## src/hdl/hierarchical_bitmap_allocator_macros.svh

```systemverilog
// ----------------------------------------------------------------------------
// hierarchical bitmap allocator assertion macros
// clocked implication checks used by the top-level rtl file
// ----------------------------------------------------------------------------
`ifndef HIERARCHICAL_BITMAP_ALLOCATOR_MACROS_SVH
`define HIERARCHICAL_BITMAP_ALLOCATOR_MACROS_SVH

// same-cycle implication
`define HBA_ASSERT_NOW(label, clk, rst_n, ante, cons, msg) \
    label: assert property (@(posedge clk) disable iff (!rst_n) (ante) |-> (cons)) \
        else $error(msg);

// next-cycle implication
`define HBA_ASSERT_NEXT(label, clk, rst_n, ante, cons, msg) \
    label: assert property (@(posedge clk) disable iff (!rst_n) (ante) |=> (cons)) \
        else $error(msg);

`endif

```

## src/hdl/hba_pkg.sv

```systemverilog
// ----------------------------------------------------------------------------
// hba_pkg
// shared types and constants of the hierarchical bitmap allocator
// ----------------------------------------------------------------------------
package hba_pkg;

    localparam int unsigned ID_W       = 18;
    localparam int unsigned DIGIT_W    = 6;
    localparam int unsigned FAN        = 64;
    localparam int unsigned WORD_W     = 64;
    localparam int unsigned MAX_LEVELS = 4;

    // first word address of each tree level in the unified word memory
    localparam int unsigned LEVEL_BASE [MAX_LEVELS] = '{0, 1, 65, 4161};

    typedef logic [ID_W-1:0]    t_id;
    typedef logic [WORD_W-1:0]  t_word;
    typedef logic [DIGIT_W-1:0] t_digit;

    localparam t_id NO_ID = '1;

    typedef enum logic [1:0] {
        ACT_ALLOC_FIRST = 2'd0,
        ACT_ALLOC_ID    = 2'd1,
        ACT_FREE        = 2'd2,
        ACT_QUERY       = 2'd3
    } t_action;

    typedef struct packed {
        logic valid;
        logic ok;
        t_id  id;
    } t_walk_res;

endpackage

```

## src/hdl/hba_walk.sv

```systemverilog
// ----------------------------------------------------------------------------
// hba_walk
// tree walk sequencer: reads one word per level down the path, decides,
// then, unless it is a query or a rejected action, writes the modified words back up the path
// ----------------------------------------------------------------------------
module hba_walk
    import hba_pkg::*;
#(
    parameter int unsigned LEVELS   = 3,
    parameter int unsigned SEGMENTS = 262144,
    parameter int unsigned ADDR_W   = 13
) (
    input  logic              i_clk,
    input  logic              i_rst_n,
    input  logic              i_start,
    input  t_action           i_action,
    input  t_id               i_segment_id,
    input  logic              i_take,
    output t_walk_res         o_res,
    output logic              o_rd_en,
    output logic [ADDR_W-1:0] o_rd_addr,
    input  t_word             i_rd_data,
    output logic              o_wr_en,
    output logic [ADDR_W-1:0] o_wr_addr,
    output t_word             o_wr_data
);

    localparam int unsigned LVL_W  = (LEVELS > 1) ? $clog2(LEVELS) : 1;
    localparam int unsigned PATH_W = DIGIT_W * LEVELS;
    localparam logic [LVL_W-1:0] LAST_LVL  = LVL_W'(LEVELS - 1);
    localparam logic [31:0]      SEG_LIMIT = 32'(SEGMENTS);

    typedef enum logic [1:0] {S_IDLE, S_DESC, S_ASC, S_DONE} t_state;

    t_state             r_state, n_state;
    logic [LVL_W-1:0]   r_lvl, n_lvl;
    t_action            r_action, n_action;
    t_id                r_id, n_id;
    t_digit             r_digit [LEVELS];
    t_digit             n_digit [LEVELS];
    t_word              r_word [LEVELS];
    t_word              n_word [LEVELS];
    logic               r_root_zero, n_root_zero;
    logic               r_full, n_full;
    logic               r_set, n_set;
    logic               r_ok, n_ok;
    t_id                r_res_id, n_res_id;

    t_digit             cur_digit [LEVELS];
    t_digit             digit_now;
    logic               leaf_bit;
    logic               root_zero_now;
    logic [PATH_W-1:0]  found;
    logic [PATH_W-1:0]  in_path;
    t_word              bit_mask;
    t_word              new_word;

    function automatic t_digit lowest_set(input t_word w);
        logic [2:0] byte_sel;
        logic [2:0] bit_sel;
        logic [7:0] sel_byte;
        byte_sel = '0;
        for (int i = 7; i >= 0; i--) begin
            if (w[8*i +: 8] != '0) begin
                byte_sel = 3'(i);
            end
        end
        sel_byte = w[8*byte_sel +: 8];
        bit_sel = '0;
        for (int i = 7; i >= 0; i--) begin
            if (sel_byte[i]) begin
                bit_sel = 3'(i);
            end
        end
        return {byte_sel, bit_sel};
    endfunction

    function automatic logic [ADDR_W-1:0] addr_of(input logic [LVL_W-1:0] lvl,
                                                  input t_digit dig [LEVELS]);
        logic [PATH_W-1:0] row;
        row = '0;
        for (int j = 0; j < LEVELS; j++) begin
            if (j < int'(lvl)) begin
                row[DIGIT_W*j +: DIGIT_W] = dig[j];
            end
        end
        return ADDR_W'(LEVEL_BASE[2'(lvl)] + 32'(row));
    endfunction

    assign in_path = PATH_W'(i_segment_id);

    always_comb begin
        n_state     = r_state;
        n_lvl       = r_lvl;
        n_action    = r_action;
        n_id        = r_id;
        n_digit     = r_digit;
        n_word      = r_word;
        n_root_zero = r_root_zero;
        n_full      = r_full;
        n_set       = r_set;
        n_ok        = r_ok;
        n_res_id    = r_res_id;
        o_rd_en     = 1'b0;
        o_rd_addr   = '0;
        o_wr_en     = 1'b0;
        o_wr_addr   = '0;
        o_wr_data   = '0;

        digit_now = (r_action == ACT_ALLOC_FIRST) ? lowest_set(i_rd_data) : r_digit[r_lvl];
        cur_digit = r_digit;
        cur_digit[r_lvl] = digit_now;
        leaf_bit      = i_rd_data[digit_now];
        root_zero_now = (r_lvl == '0) ? (i_rd_data == '0) : r_root_zero;
        found = '0;
        for (int d = 0; d < LEVELS; d++) begin
            found[DIGIT_W*(LEVELS-1-d) +: DIGIT_W] = cur_digit[d];
        end
        bit_mask = t_word'(1) << r_digit[r_lvl];
        if (r_set) begin
            new_word = r_word[r_lvl] | bit_mask;
        end else if (r_full) begin
            new_word = r_word[r_lvl] & ~bit_mask;
        end else begin
            new_word = r_word[r_lvl];
        end

        unique case (r_state)
            S_IDLE: begin
                if (i_start) begin
                    n_action = i_action;
                    n_id     = i_segment_id;
                    for (int d = 0; d < LEVELS; d++) begin
                        n_digit[d] = in_path[DIGIT_W*(LEVELS-1-d) +: DIGIT_W];
                    end
                    n_lvl     = '0;
                    o_rd_en   = 1'b1;
                    o_rd_addr = addr_of(LVL_W'(0), n_digit);
                    n_state   = S_DESC;
                end
            end
            S_DESC: begin
                n_word[r_lvl]  = i_rd_data;
                n_digit[r_lvl] = digit_now;
                n_root_zero    = root_zero_now;
                if (r_lvl != LAST_LVL) begin
                    n_lvl     = LVL_W'(r_lvl + 1'b1);
                    o_rd_en   = 1'b1;
                    o_rd_addr = addr_of(LVL_W'(r_lvl + 1'b1), cur_digit);
                end else begin
                    n_full   = 1'b1;
                    n_set    = 1'b0;
                    n_state  = S_DONE;
                    n_res_id = r_id;
                    unique case (r_action)
                        ACT_ALLOC_FIRST: begin
                            n_res_id = NO_ID;
                            n_ok     = 1'b0;
                            if (!root_zero_now && (32'(found) < SEG_LIMIT)) begin
                                n_res_id = ID_W'(found);
                                n_ok     = 1'b1;
                                n_state  = S_ASC;
                            end
                        end
                        ACT_ALLOC_ID: begin
                            n_ok = 1'b1;
                            if (32'(r_id) < SEG_LIMIT) begin
                                n_state = S_ASC;
                            end
                        end
                        ACT_FREE: begin
                            n_ok  = !leaf_bit;
                            n_set = 1'b1;
                            if (!leaf_bit) begin
                                n_state = S_ASC;
                            end
                        end
                        ACT_QUERY: begin
                            n_ok = leaf_bit;
                        end
                    endcase
                end
            end
            S_ASC: begin
                o_wr_en   = 1'b1;
                o_wr_addr = addr_of(r_lvl, r_digit);
                o_wr_data = new_word;
                n_full    = (new_word == '0);
                if (r_lvl == '0) begin
                    n_state = S_DONE;
                end else begin
                    n_lvl = LVL_W'(r_lvl - 1'b1);
                end
            end
            S_DONE: begin
                if (i_take) begin
                    n_state = S_IDLE;
                end
            end
        endcase
    end

    always_ff @(posedge i_clk) begin
        r_action    <= n_action;
        r_id        <= n_id;
        r_digit     <= n_digit;
        r_word      <= n_word;
        r_root_zero <= n_root_zero;
        r_full      <= n_full;
        r_set       <= n_set;
        r_ok        <= n_ok;
        r_res_id    <= n_res_id;
        if (!i_rst_n) begin
            r_state <= S_IDLE;
            r_lvl   <= '0;
        end else begin
            r_state <= n_state;
            r_lvl   <= n_lvl;
        end
    end

    assign o_res.valid = (r_state == S_DONE);
    assign o_res.ok    = r_ok;
    assign o_res.id    = r_res_id;

endmodule

```

## config.mk

```make
export PLATFORM = sky130hd
export DESIGN_NAME = hba_walk
export DESIGN_NICKNAME = d
export VERILOG_FILES = /design/src/hdl/hierarchical_bitmap_allocator_macros.svh /design/src/hdl/hba_pkg.sv /design/src/hdl/hba_walk.sv
export SDC_FILE = /design/constraint.sdc
export NUM_CORES = 1
export LEC_CHECK = 0
export BUFFER_PORTS_ARGS = -buffer_cell sky130_fd_sc_hd__buf_2
export CAP_MARGIN = 10
export CORE_MARGIN = 2
export CORE_UTILIZATION = 41
export CTS_CLUSTER_DIAMETER = 80
export DETAILED_ROUTE_END_ITERATION = 6
export PLACE_DENSITY = 0.6
export SYNTH_ARGS = -nofsm -noshare
export SYNTH_HDL_FRONTEND = slang
export SYNTH_SLANG_ARGS = --single-unit
```

## constraint.sdc

```tcl
create_clock -name i_clk -period 12 [get_ports i_clk]
set_input_delay 0.6 -clock i_clk [delete_from_list [all_inputs] [get_ports i_clk]]
set_output_delay 0.6 -clock i_clk [all_outputs]
set_load 0.03 [all_outputs]
```

==> results of run 1 <==
## logic make-up (layout without fill, tap and decap cells)
kind of cell / count (synthesis) / count (layout) / synth area share (%)
simple gates: 444 / 444 / 16.0
buf+inv: 88 / 280 / 2.61
other cells: 0 / 2 / 0
compound gates: 365 / 365 / 15.3
flops: 256 / 256 / 55.3
fa+ha+maj: 16 / 16 / 1.45
mux: 111 / 111 / 8.19
xor+xnor: 18 / 18 / 1.14
## metal layers
metal / up-vias / global-route usage, % / part of all wire [%] / wire length (µm)
met5: - / 0 / 0.047 / 23
met4: 4 / 10.4 / 4.1 / 2010
met3: 122 / 5.97 / 8.8 / 4350
met2: 594 / 43.9 / 46 / 22600
met1: 5480 / 36.4 / 41 / 20500
li1: 5210 / - / - / -
## final cells by class
cell class	count	share of cell area [%]
Antenna cell	2	0.0312
Clock buffer	30	4.28
Clock inverter	18	0.850
Inverter	21	0.499
Multi-Input combinational cell	954	36.4
Sequential cell	256	47.7
Tap cell	448	3.49
Timing Repair Buffer	211	6.77
## worst max path at each step
| stage | slack (ps) | startpoint | end |
|---|---|---|---|
| after global placement | 5010 | i_rd_data[52] | o_rd_addr[12] |
| after global routing | 4700 | i_rd_data[48] | o_rd_addr[12] |
| final | 4930 | i_rd_data[52] | o_rd_addr[12] |
| after detailed placement | 5070 | i_rd_data[52] | o_rd_addr[12] |
| after floorplan | 6340 | i_rd_data[29] | o_rd_addr[8] |
| after CTS | 5040 | i_rd_data[52] | o_rd_addr[12] |
## metrics by stage
stage	hold WS, ps	std cells	util, %	total power, mW
floorplan	528	1298	-	2.16
global placement	536	1890	45.6	2.68
detailed placement	543	1890	45.6	2.68
CTS	225	1938	48.1	3.47
global route	228	1939	48.1	3.65
finish	238	1940	48.1	3.48
## cell usage after synthesis (5+ instances only)
library cell                count  share of area (%)
sky130_fd_sc_hd__a2111oi_0      5               0.32
sky130_fd_sc_hd__nor4_1        28                1.3
sky130_fd_sc_hd__xnor2_1       14               0.89
sky130_fd_sc_hd__a211oi_1       6               0.33
sky130_fd_sc_hd__a21o_1         8               0.43
sky130_fd_sc_hd__buf_1          7               0.19
sky130_fd_sc_hd__inv_1         20               0.54
sky130_fd_sc_hd__o22a_1         6               0.38
sky130_fd_sc_hd__nand3_1       32                1.2
sky130_fd_sc_hd__nand4_1        8               0.36
sky130_fd_sc_hd__o31ai_1        5               0.27
sky130_fd_sc_hd__a31oi_1       11               0.50
sky130_fd_sc_hd__nand2_1      143                3.9
sky130_fd_sc_hd__and2_1        77                3.5
sky130_fd_sc_hd__nor2b_1       13               0.59
sky130_fd_sc_hd__a21boi_0       5               0.27
sky130_fd_sc_hd__ha_1          16                1.4
sky130_fd_sc_hd__mux2i_1       97                7.0
sky130_fd_sc_hd__a211o_1        5               0.32
sky130_fd_sc_hd__o21ai_0      210                7.6
sky130_fd_sc_hd__nor3_1        12               0.43
sky130_fd_sc_hd__mux2_2        13                1.1
sky130_fd_sc_hd__clkbuf_1      53                1.4
sky130_fd_sc_hd__a21oi_1       66                2.4
sky130_fd_sc_hd__or4_1          9               0.49
sky130_fd_sc_hd__edfxtp_1     252                 55
sky130_fd_sc_hd__nor2_1        93                2.5
## sequential cells by signal, summed over array words and instances (netlist names)
signal / flops
r_root_zero: 1
r_set: 1
r_action: 2
r_ok: 1
r_state: 2
r_full: 1
r_lvl: 2
r_res_id: 18
r_id: 18
r_digit: 18
r_word: 192
## power by group through the flow
stage          Sequential, mW  Clock (mW)  Combinational (mW)
2_1_floorplan            1.22           0               0.936
3_3_place_gp             1.24           0                1.44
3_5_place_dp             1.25           0                1.43
4_1_cts                  1.23       0.805                1.44
5_1_grt                  1.24       0.841                1.57
6_report                 1.23       0.795                1.46
## placed cells by master, fill, tap and decap left out, drive strengths merged, types with 6 or more instances in the layout
cell	synthesis	layout
edfxtp	252	252
o21ai	213	213
buf	14	211
nand2	143	143
mux2i	97	97
nor2	93	93
and2	77	77
a21oi	67	67
nand3	32	32
nor4	31	31
clkbuf	53	30
inv	20	19
ha	16	16
clkinv	1	16
xnor2	14	14
mux2	14	14
nor2b	13	13
nor3	12	12
or4	12	12
a31oi	11	11
nand4	8	8
a21o	8	8
a211oi	8	8
o22a	6	6
==> results.txt, run 1 <==
----------------------------------------------------
[Outcome]
  Result of the run ... finished clean

[Synthesis]
  Number of synthesized flops with an enable pin ... 252
  Sequential cell area fraction in the yosys report ... 55.3%
  Syn Nets ... 1402
  Synthesis-stage register bit count ... 256
  Synthesized area divided by synthesized cell count ... 10.7 µm²
  Fraction of registers with async set/reset ... 0%
  Commonest register cell after synthesis ... sky130_fd_sc_hd__edfxtp_1
  Mapped cell area ... 13800 µm²
  Number of warnings issued by yosys ... 0
  Netlist cell types ... 70
  Post-synthesis cell count ... 1298

[Detailed routing]
  Remaining antenna violation count after routing ... 0
  Overall via count from detail_route ... 11400
  Drt drc ... 0
  Routed length per instance ... 25.5 µm
  Via density per instance ... 5.88
  Routed wire length ... 49400 µm
  Drt first-iter violations ... 1289
  Pre-Repair DR Iteration Count ... 6

[Floorplan]
  Ports placed on the boundary ... 200
  Area of the placeable core ... 33400 µm²
  Die span in y ... 188 µm
  Floorplan die width ... 188 µm
  Starting density of the core ... 41.4%
  Die Area ... 35200 µm²
  Floorplan row count ... 67

[Clocking]
  Buffers inserted during post-CTS setup optimization ... 0
  Clock slew seen by the registers of the worst setup and hold paths ... 60 ps
  Insertion delay of the later-clocked pin in the worst-skew pair ... 550 ps
  CTS tree ... built
  Root Buffer ... sky130_fd_sc_hd__clkbuf_16
  H-tree lvl count ... 1
  Clock tree buffer depth ... 3
  Clock Sinks ... 256
  Total of cells resized after clock tree synthesis ... 0
  Number of buffers created by CTS ... 27
  Post-CTS Hold Fix Bufs ... 0

[Global route]
  First-pass GRT wire length ... 71900 µm
  Remaining global-route overflow ... 0
  Maximum number of pins on one net before global-route repair ... 78
  Number of antenna violations at the first check in global routing ... 7
  Vias in the first global route ... 10900
  GRT Overall Usage ... 27.3%

[Critical path]
  Worst reg2reg path depth ... 14
  Endpoint of the worst-slack reg-to-reg timing path ... r_ok
  Startpoint-to-endpoint class of the critical path ... in -> out
  Slowest cell on the critical path ... sky130_fd_sc_hd__a21oi_1
  Origin of the critical flop-to-flop path ... r_lvl[0]
  Critical Path RT ... 11400 ps
  Kind of start point of the critical path ... input pin
  Bufs and invs on worst path ... 2
  Internal reg-to-reg setup slack ... 6540 ps
  Critical Path Fanout Max ... 12
  Most repeated library cell on the critical path ... sky130_fd_sc_hd__a21oi_1
  Endpoint kind of the worst setup timing path ... output pin
  Crit path depth ... 19
  Top delay family on crit path ... compound AO/OA/AOI/OAI gates
  Arrival time worst endpoint ... 6470 ps
  Largest stage delay, worst path ... 900 ps
  Ordered list of cells on the worst path ... buf_2, or4_1, a211oi_1, o211ai_1, a21oi_1, mux2i_1, o2111a_1, a21oi_1, a21o_1, a21oi_1, nor2_1, ha_1, ha_1, nand3_1, a21oi_1, nor3b_1, xor2_1, nor2_1, buf_2

[STA]
  Number of pins with negative max-slew slack in the final report ... 0
  Worst slew margin ... 29.7%
  Hold Violations, Final ... 0
  Endpoints failing setup ... 0
  Smallest setup slack after layout ... 4930 ps
  Clock skew after layout ... 25.7 ps
  Fin crit period ... 7070 ps
  Accumulated negative setup slack ... 0 ps
  Setup repair after global routing missed its margin ... no
  Slew at the pin closest to its max-slew limit ... 1050 ps
  Final worst-path cycle share ... 58.9%
  Highest clock rate ... 0.141 GHz

[Place]
  Pre-CTS setup slack ... 5070 ps
  IO Port Bufs ... 199
  Area of placed instances ... 15200 µm²
  Global placer's final weighted congestion ... 0.966
  Placed wire-length estimate after detailed placement ... 36000 µm

[Power and ir drop]
  Power dissipated by switching net loads ... 1.46 mW
  Pint ... 2.02 mW
  Standby leakage power ... 5.56 nW
  Combinational group share of total power ... 41.9%
  Flop pwr share ... 35.3%
  Portion of total power attributed to the clock network ... 22.8%
  Worst voltage drop across the vdd grid ... 0.000134 V
  Fraction of power spent switching nets ... 42.0%
  Pwr dens ... 217 nW/µm²

[Worst hold path]
  Hold Crit Start ... i_action[1]
  Hold Path Class ... in -> reg
  Hold endpoint ... r_action[1]
  Worst hold path stage count ... 1

[Finish]
  Signed area change from the synthesized netlist to the final layout ... 16.1%
  Share of post-route cells with drive strength above 1 ... 19.0%
  Area of all placed cells without fillers ... 16000 µm²
  Number of fill cells ... 3161
  Net count of the finished layout ... 1575
  Sequential cell area ... 7650 µm²
  Area used by multi-input combinational logic ... 5840 µm²

[Job]
  Max-cap viol count ... 0

----------------------------------------------------
(Power assumes the default switching activity.)
==> run 2, diff against run 1 <==
==> constraint.sdc (replaced) <==
create_clock -name i_clk -period 6.7 [get_ports i_clk]
set_input_delay 0.335 -clock i_clk [delete_from_list [all_inputs] [get_ports i_clk]]
set_output_delay 0.335 -clock i_clk [all_outputs]
set_load 0.03 [all_outputs]
==> results.txt, run 2 (synthesis gave the netlist of run 1 again) <==
----------------------------------------------------
[Clocking]
  Clock tree buffer depth ... 3 (unchanged)
  Clock Sinks ... 256 (unchanged)
  H-tree lvl count ... 1 (unchanged)
  Buffers inserted during post-CTS setup optimization ... 0 (unchanged)
  Clock slew seen by the registers of the worst setup and hold paths ... 60 ps (about the same)
  CTS tree ... built
  Number of buffers created by CTS ... 28 (+3.7%)
  Insertion delay of the later-clocked pin in the worst-skew pair ... 550 ps (about the same)
  Root Buffer ... sky130_fd_sc_hd__clkbuf_16

[Job]
  Max-cap viol count ... 0 (unchanged)

[STA]
  Slew at the pin closest to its max-slew limit ... 1090 ps (+36.8 ps)
  Final worst-path cycle share ... 92.5%
  Setup repair after global routing missed its margin ... no
  Fin crit period ... 6200 ps
  Endpoints failing setup ... 0 (unchanged)
  Number of pins with negative max-slew slack in the final report ... 0 (unchanged)
  Accumulated negative setup slack ... 0 ps (unchanged)
  Worst slew margin ... 26.5% (-3.2 points)
  Highest clock rate ... 0.161 GHz
  Hold Violations, Final ... 0 (unchanged)
  Smallest setup slack after layout ... 501 ps (-4430 ps)
  Clock skew after layout ... 9.05 ps (-16.7 ps)

[Critical path]
  Worst reg2reg path depth ... 11 (-3)
  Endpoint of the worst-slack reg-to-reg timing path ... r_full
  Origin of the critical flop-to-flop path ... r_lvl[1]
  Startpoint-to-endpoint class of the critical path ... in -> out
  Critical Path Fanout Max ... 16 (+4)
  Critical Path RT ... 6360 ps (-5040 ps)
  Ordered list of cells on the worst path ... buf_2, or4_1, nor4_2, nand4_1, a2111oi_0, a211o_1, a31oi_1, o31ai_1, o21ai_1, buf_4, a2111oi_0, nand3_1, a21oi_1, nor3b_1, xor2_1, nor2_1, buf_2
  Internal reg-to-reg setup slack ... 1440 ps (-5100 ps)
  Endpoint kind of the worst setup timing path ... output pin
  Largest stage delay, worst path ... 780 ps (-120 ps)
  Arrival time worst endpoint ... 5860 ps (-610 ps)
  Slowest cell on the critical path ... sky130_fd_sc_hd__a2111oi_0
  Kind of start point of the critical path ... input pin

[Floorplan]
  Floorplan row count ... 67 (unchanged)
  Ports placed on the boundary ... 200 (unchanged)
  Floorplan die width ... 188 µm (unchanged)
  Die Area ... 35200 µm² (unchanged)
  Starting density of the core ... 41.4% (unchanged)
  Area of the placeable core ... 33400 µm² (unchanged)
  Die span in y ... 188 µm (unchanged)

[Finish]
  Fraction of the core area covered by cells at the end of the flow ... 49.0% (+0.92 points)
  Leading cell type in the layout, fill and taps excluded ... sky130_fd_sc_hd__edfxtp_1
  Highest-count cells in the layout ignoring fill and taps ... sky130_fd_sc_hd__edfxtp_1, sky130_fd_sc_hd__o21ai_0, sky130_fd_sc_hd__buf_2, sky130_fd_sc_hd__nand2_1, sky130_fd_sc_hd__mux2i_1
  Signed area change from the synthesized netlist to the final layout ... 18.3%
  Non-filler cells in the finished layout ... 1968 (+1.4%)
  Diodes inserted ... 0 (-2)
  Reg with most FFs ... r_word
  Net count of the finished layout ... 1604 (+1.8%)
  Area of all placed cells without fillers ... 16400 µm² (+1.9%)
  Largest register FFs ... 192 (unchanged)
  Share of post-route cells with drive strength above 1 ... 19.1% (+0.086 points)

[Global route]
  First-pass GRT wire length ... 72900 µm (+1.4%)
  Maximum number of pins on one net before global-route repair ... 74 (-5.1%)
  Remaining global-route overflow ... 0 (unchanged)
  Vias in the first global route ... 11200 (+2.4%)
  Number of antenna violations at the first check in global routing ... 5 (-2)
  GRT Overall Usage ... 27.4% (+0.094 points)

[Detailed routing]
  Overall via count from detail_route ... 11600 (+1.7%)
  Pre-Repair DR Iteration Count ... 5 (-1)
  Routed wire length ... 49300 µm (-0.18%)
  Drt drc ... 0 (unchanged)
  Drt first-iter violations ... 1269 (-1.6%)
  Routed length per instance ... 25.1 µm (-1.6%)
  Remaining antenna violation count after routing ... 0 (unchanged)
  Via density per instance ... 5.90 (+0.29%)

[Place]
  Placed wire-length estimate after detailed placement ... 36300 µm (+0.85%)
  Placed instance count ... 1898 (+0.42%)
  Area of placed instances ... 15300 µm² (+0.39%)
  Global placer's final weighted congestion ... 1.03 (+6.6%)
  IO Port Bufs ... 199 (unchanged)
  Pre-CTS setup slack ... 647 ps (-4420 ps)

[Worst hold path]
  Worst hold path stage count ... 1 (unchanged)
  Hold Path Class ... in -> reg
  Hold Crit Start ... i_rd_data[5]
  Hold endpoint ... r_word[69]

[Power and ir drop]
  Pwr dens ... 385 nW/µm² (+77%)
  Standby leakage power ... 5.70 nW (+2.6%)
  Worst voltage drop across the vdd grid ... 0.000226 V (+69%)

[Outcome]
  Result of the run ... finished clean

----------------------------------------------------
-- run 2: routing by layer --
layer,global-route usage (%),vias to the layer above,part of all wire (%)
met1,36.9,5620,42
met5,0,-,0.043
met4,8.54,4,3.3
li1,-,5262,-
met3,4.60,113,8.1
met2,45.5,609,46
-- run 2: through the flow --
step | hold slack (ps) | power [mW]
floorplan | 434 | 3.87
global placement | 524 | 4.80
detailed placement | 521 | 4.80
CTS | 0.925 | 6.29
global route | 52.5 | 6.61
finish | 63.7 | 6.29
-- run 2: worst max path at each step --
stage | start | to | slack, ps | cells past startpoint
CTS | i_rd_data[21] | o_rd_addr[12] | 610 | 17
floorplan | i_rd_data[29] | o_rd_addr[8] | 1570 | 18
finish | i_rd_data[21] | o_rd_addr[12] | 500 | 17
global placement | i_rd_data[21] | o_rd_addr[12] | 290 | 17
global route | i_rd_data[21] | o_rd_addr[12] | 170 | 17
detailed placement | i_rd_data[21] | o_rd_addr[12] | 650 | 17
-- run 2: cell type report --
cell class / count / area (µm²)
multi-input combinational: 954 / 5840
inverter: 21 / 80.1
sequential: 256 / 7650
fill: 3122 / 17000
clock buffer: 42 / 805
tap: 448 / 561
clock inverter: 8 / 68.8
timing repair buffer: 239 / 1350
-- run 2: critical path: cells and delay by family --
| kind | cells | cell delay (ps) |
|---|---|---|
| AOI/OAI and AO/OA | 7 | 2440 |
| and+or+nand+nor | 6 | 2360 |
| buffers and inverters | 3 | 560 |
| xor gates and xnor gates | 1 | 170 |
-- run 2: power by group --
part / internal [mW] / switching [mW]
sequential: 2.07 / 0.130
clock: 0.863 / 0.609
combinational: 0.763 / 1.85
-- run 2: timing repair --
item / CTS / global route
resized for setup: 0 / 0
endpoints found under the hold margin: 19 / 1
endpoints found under the setup margin: 0 / 0
hold buffers: 19 / 1
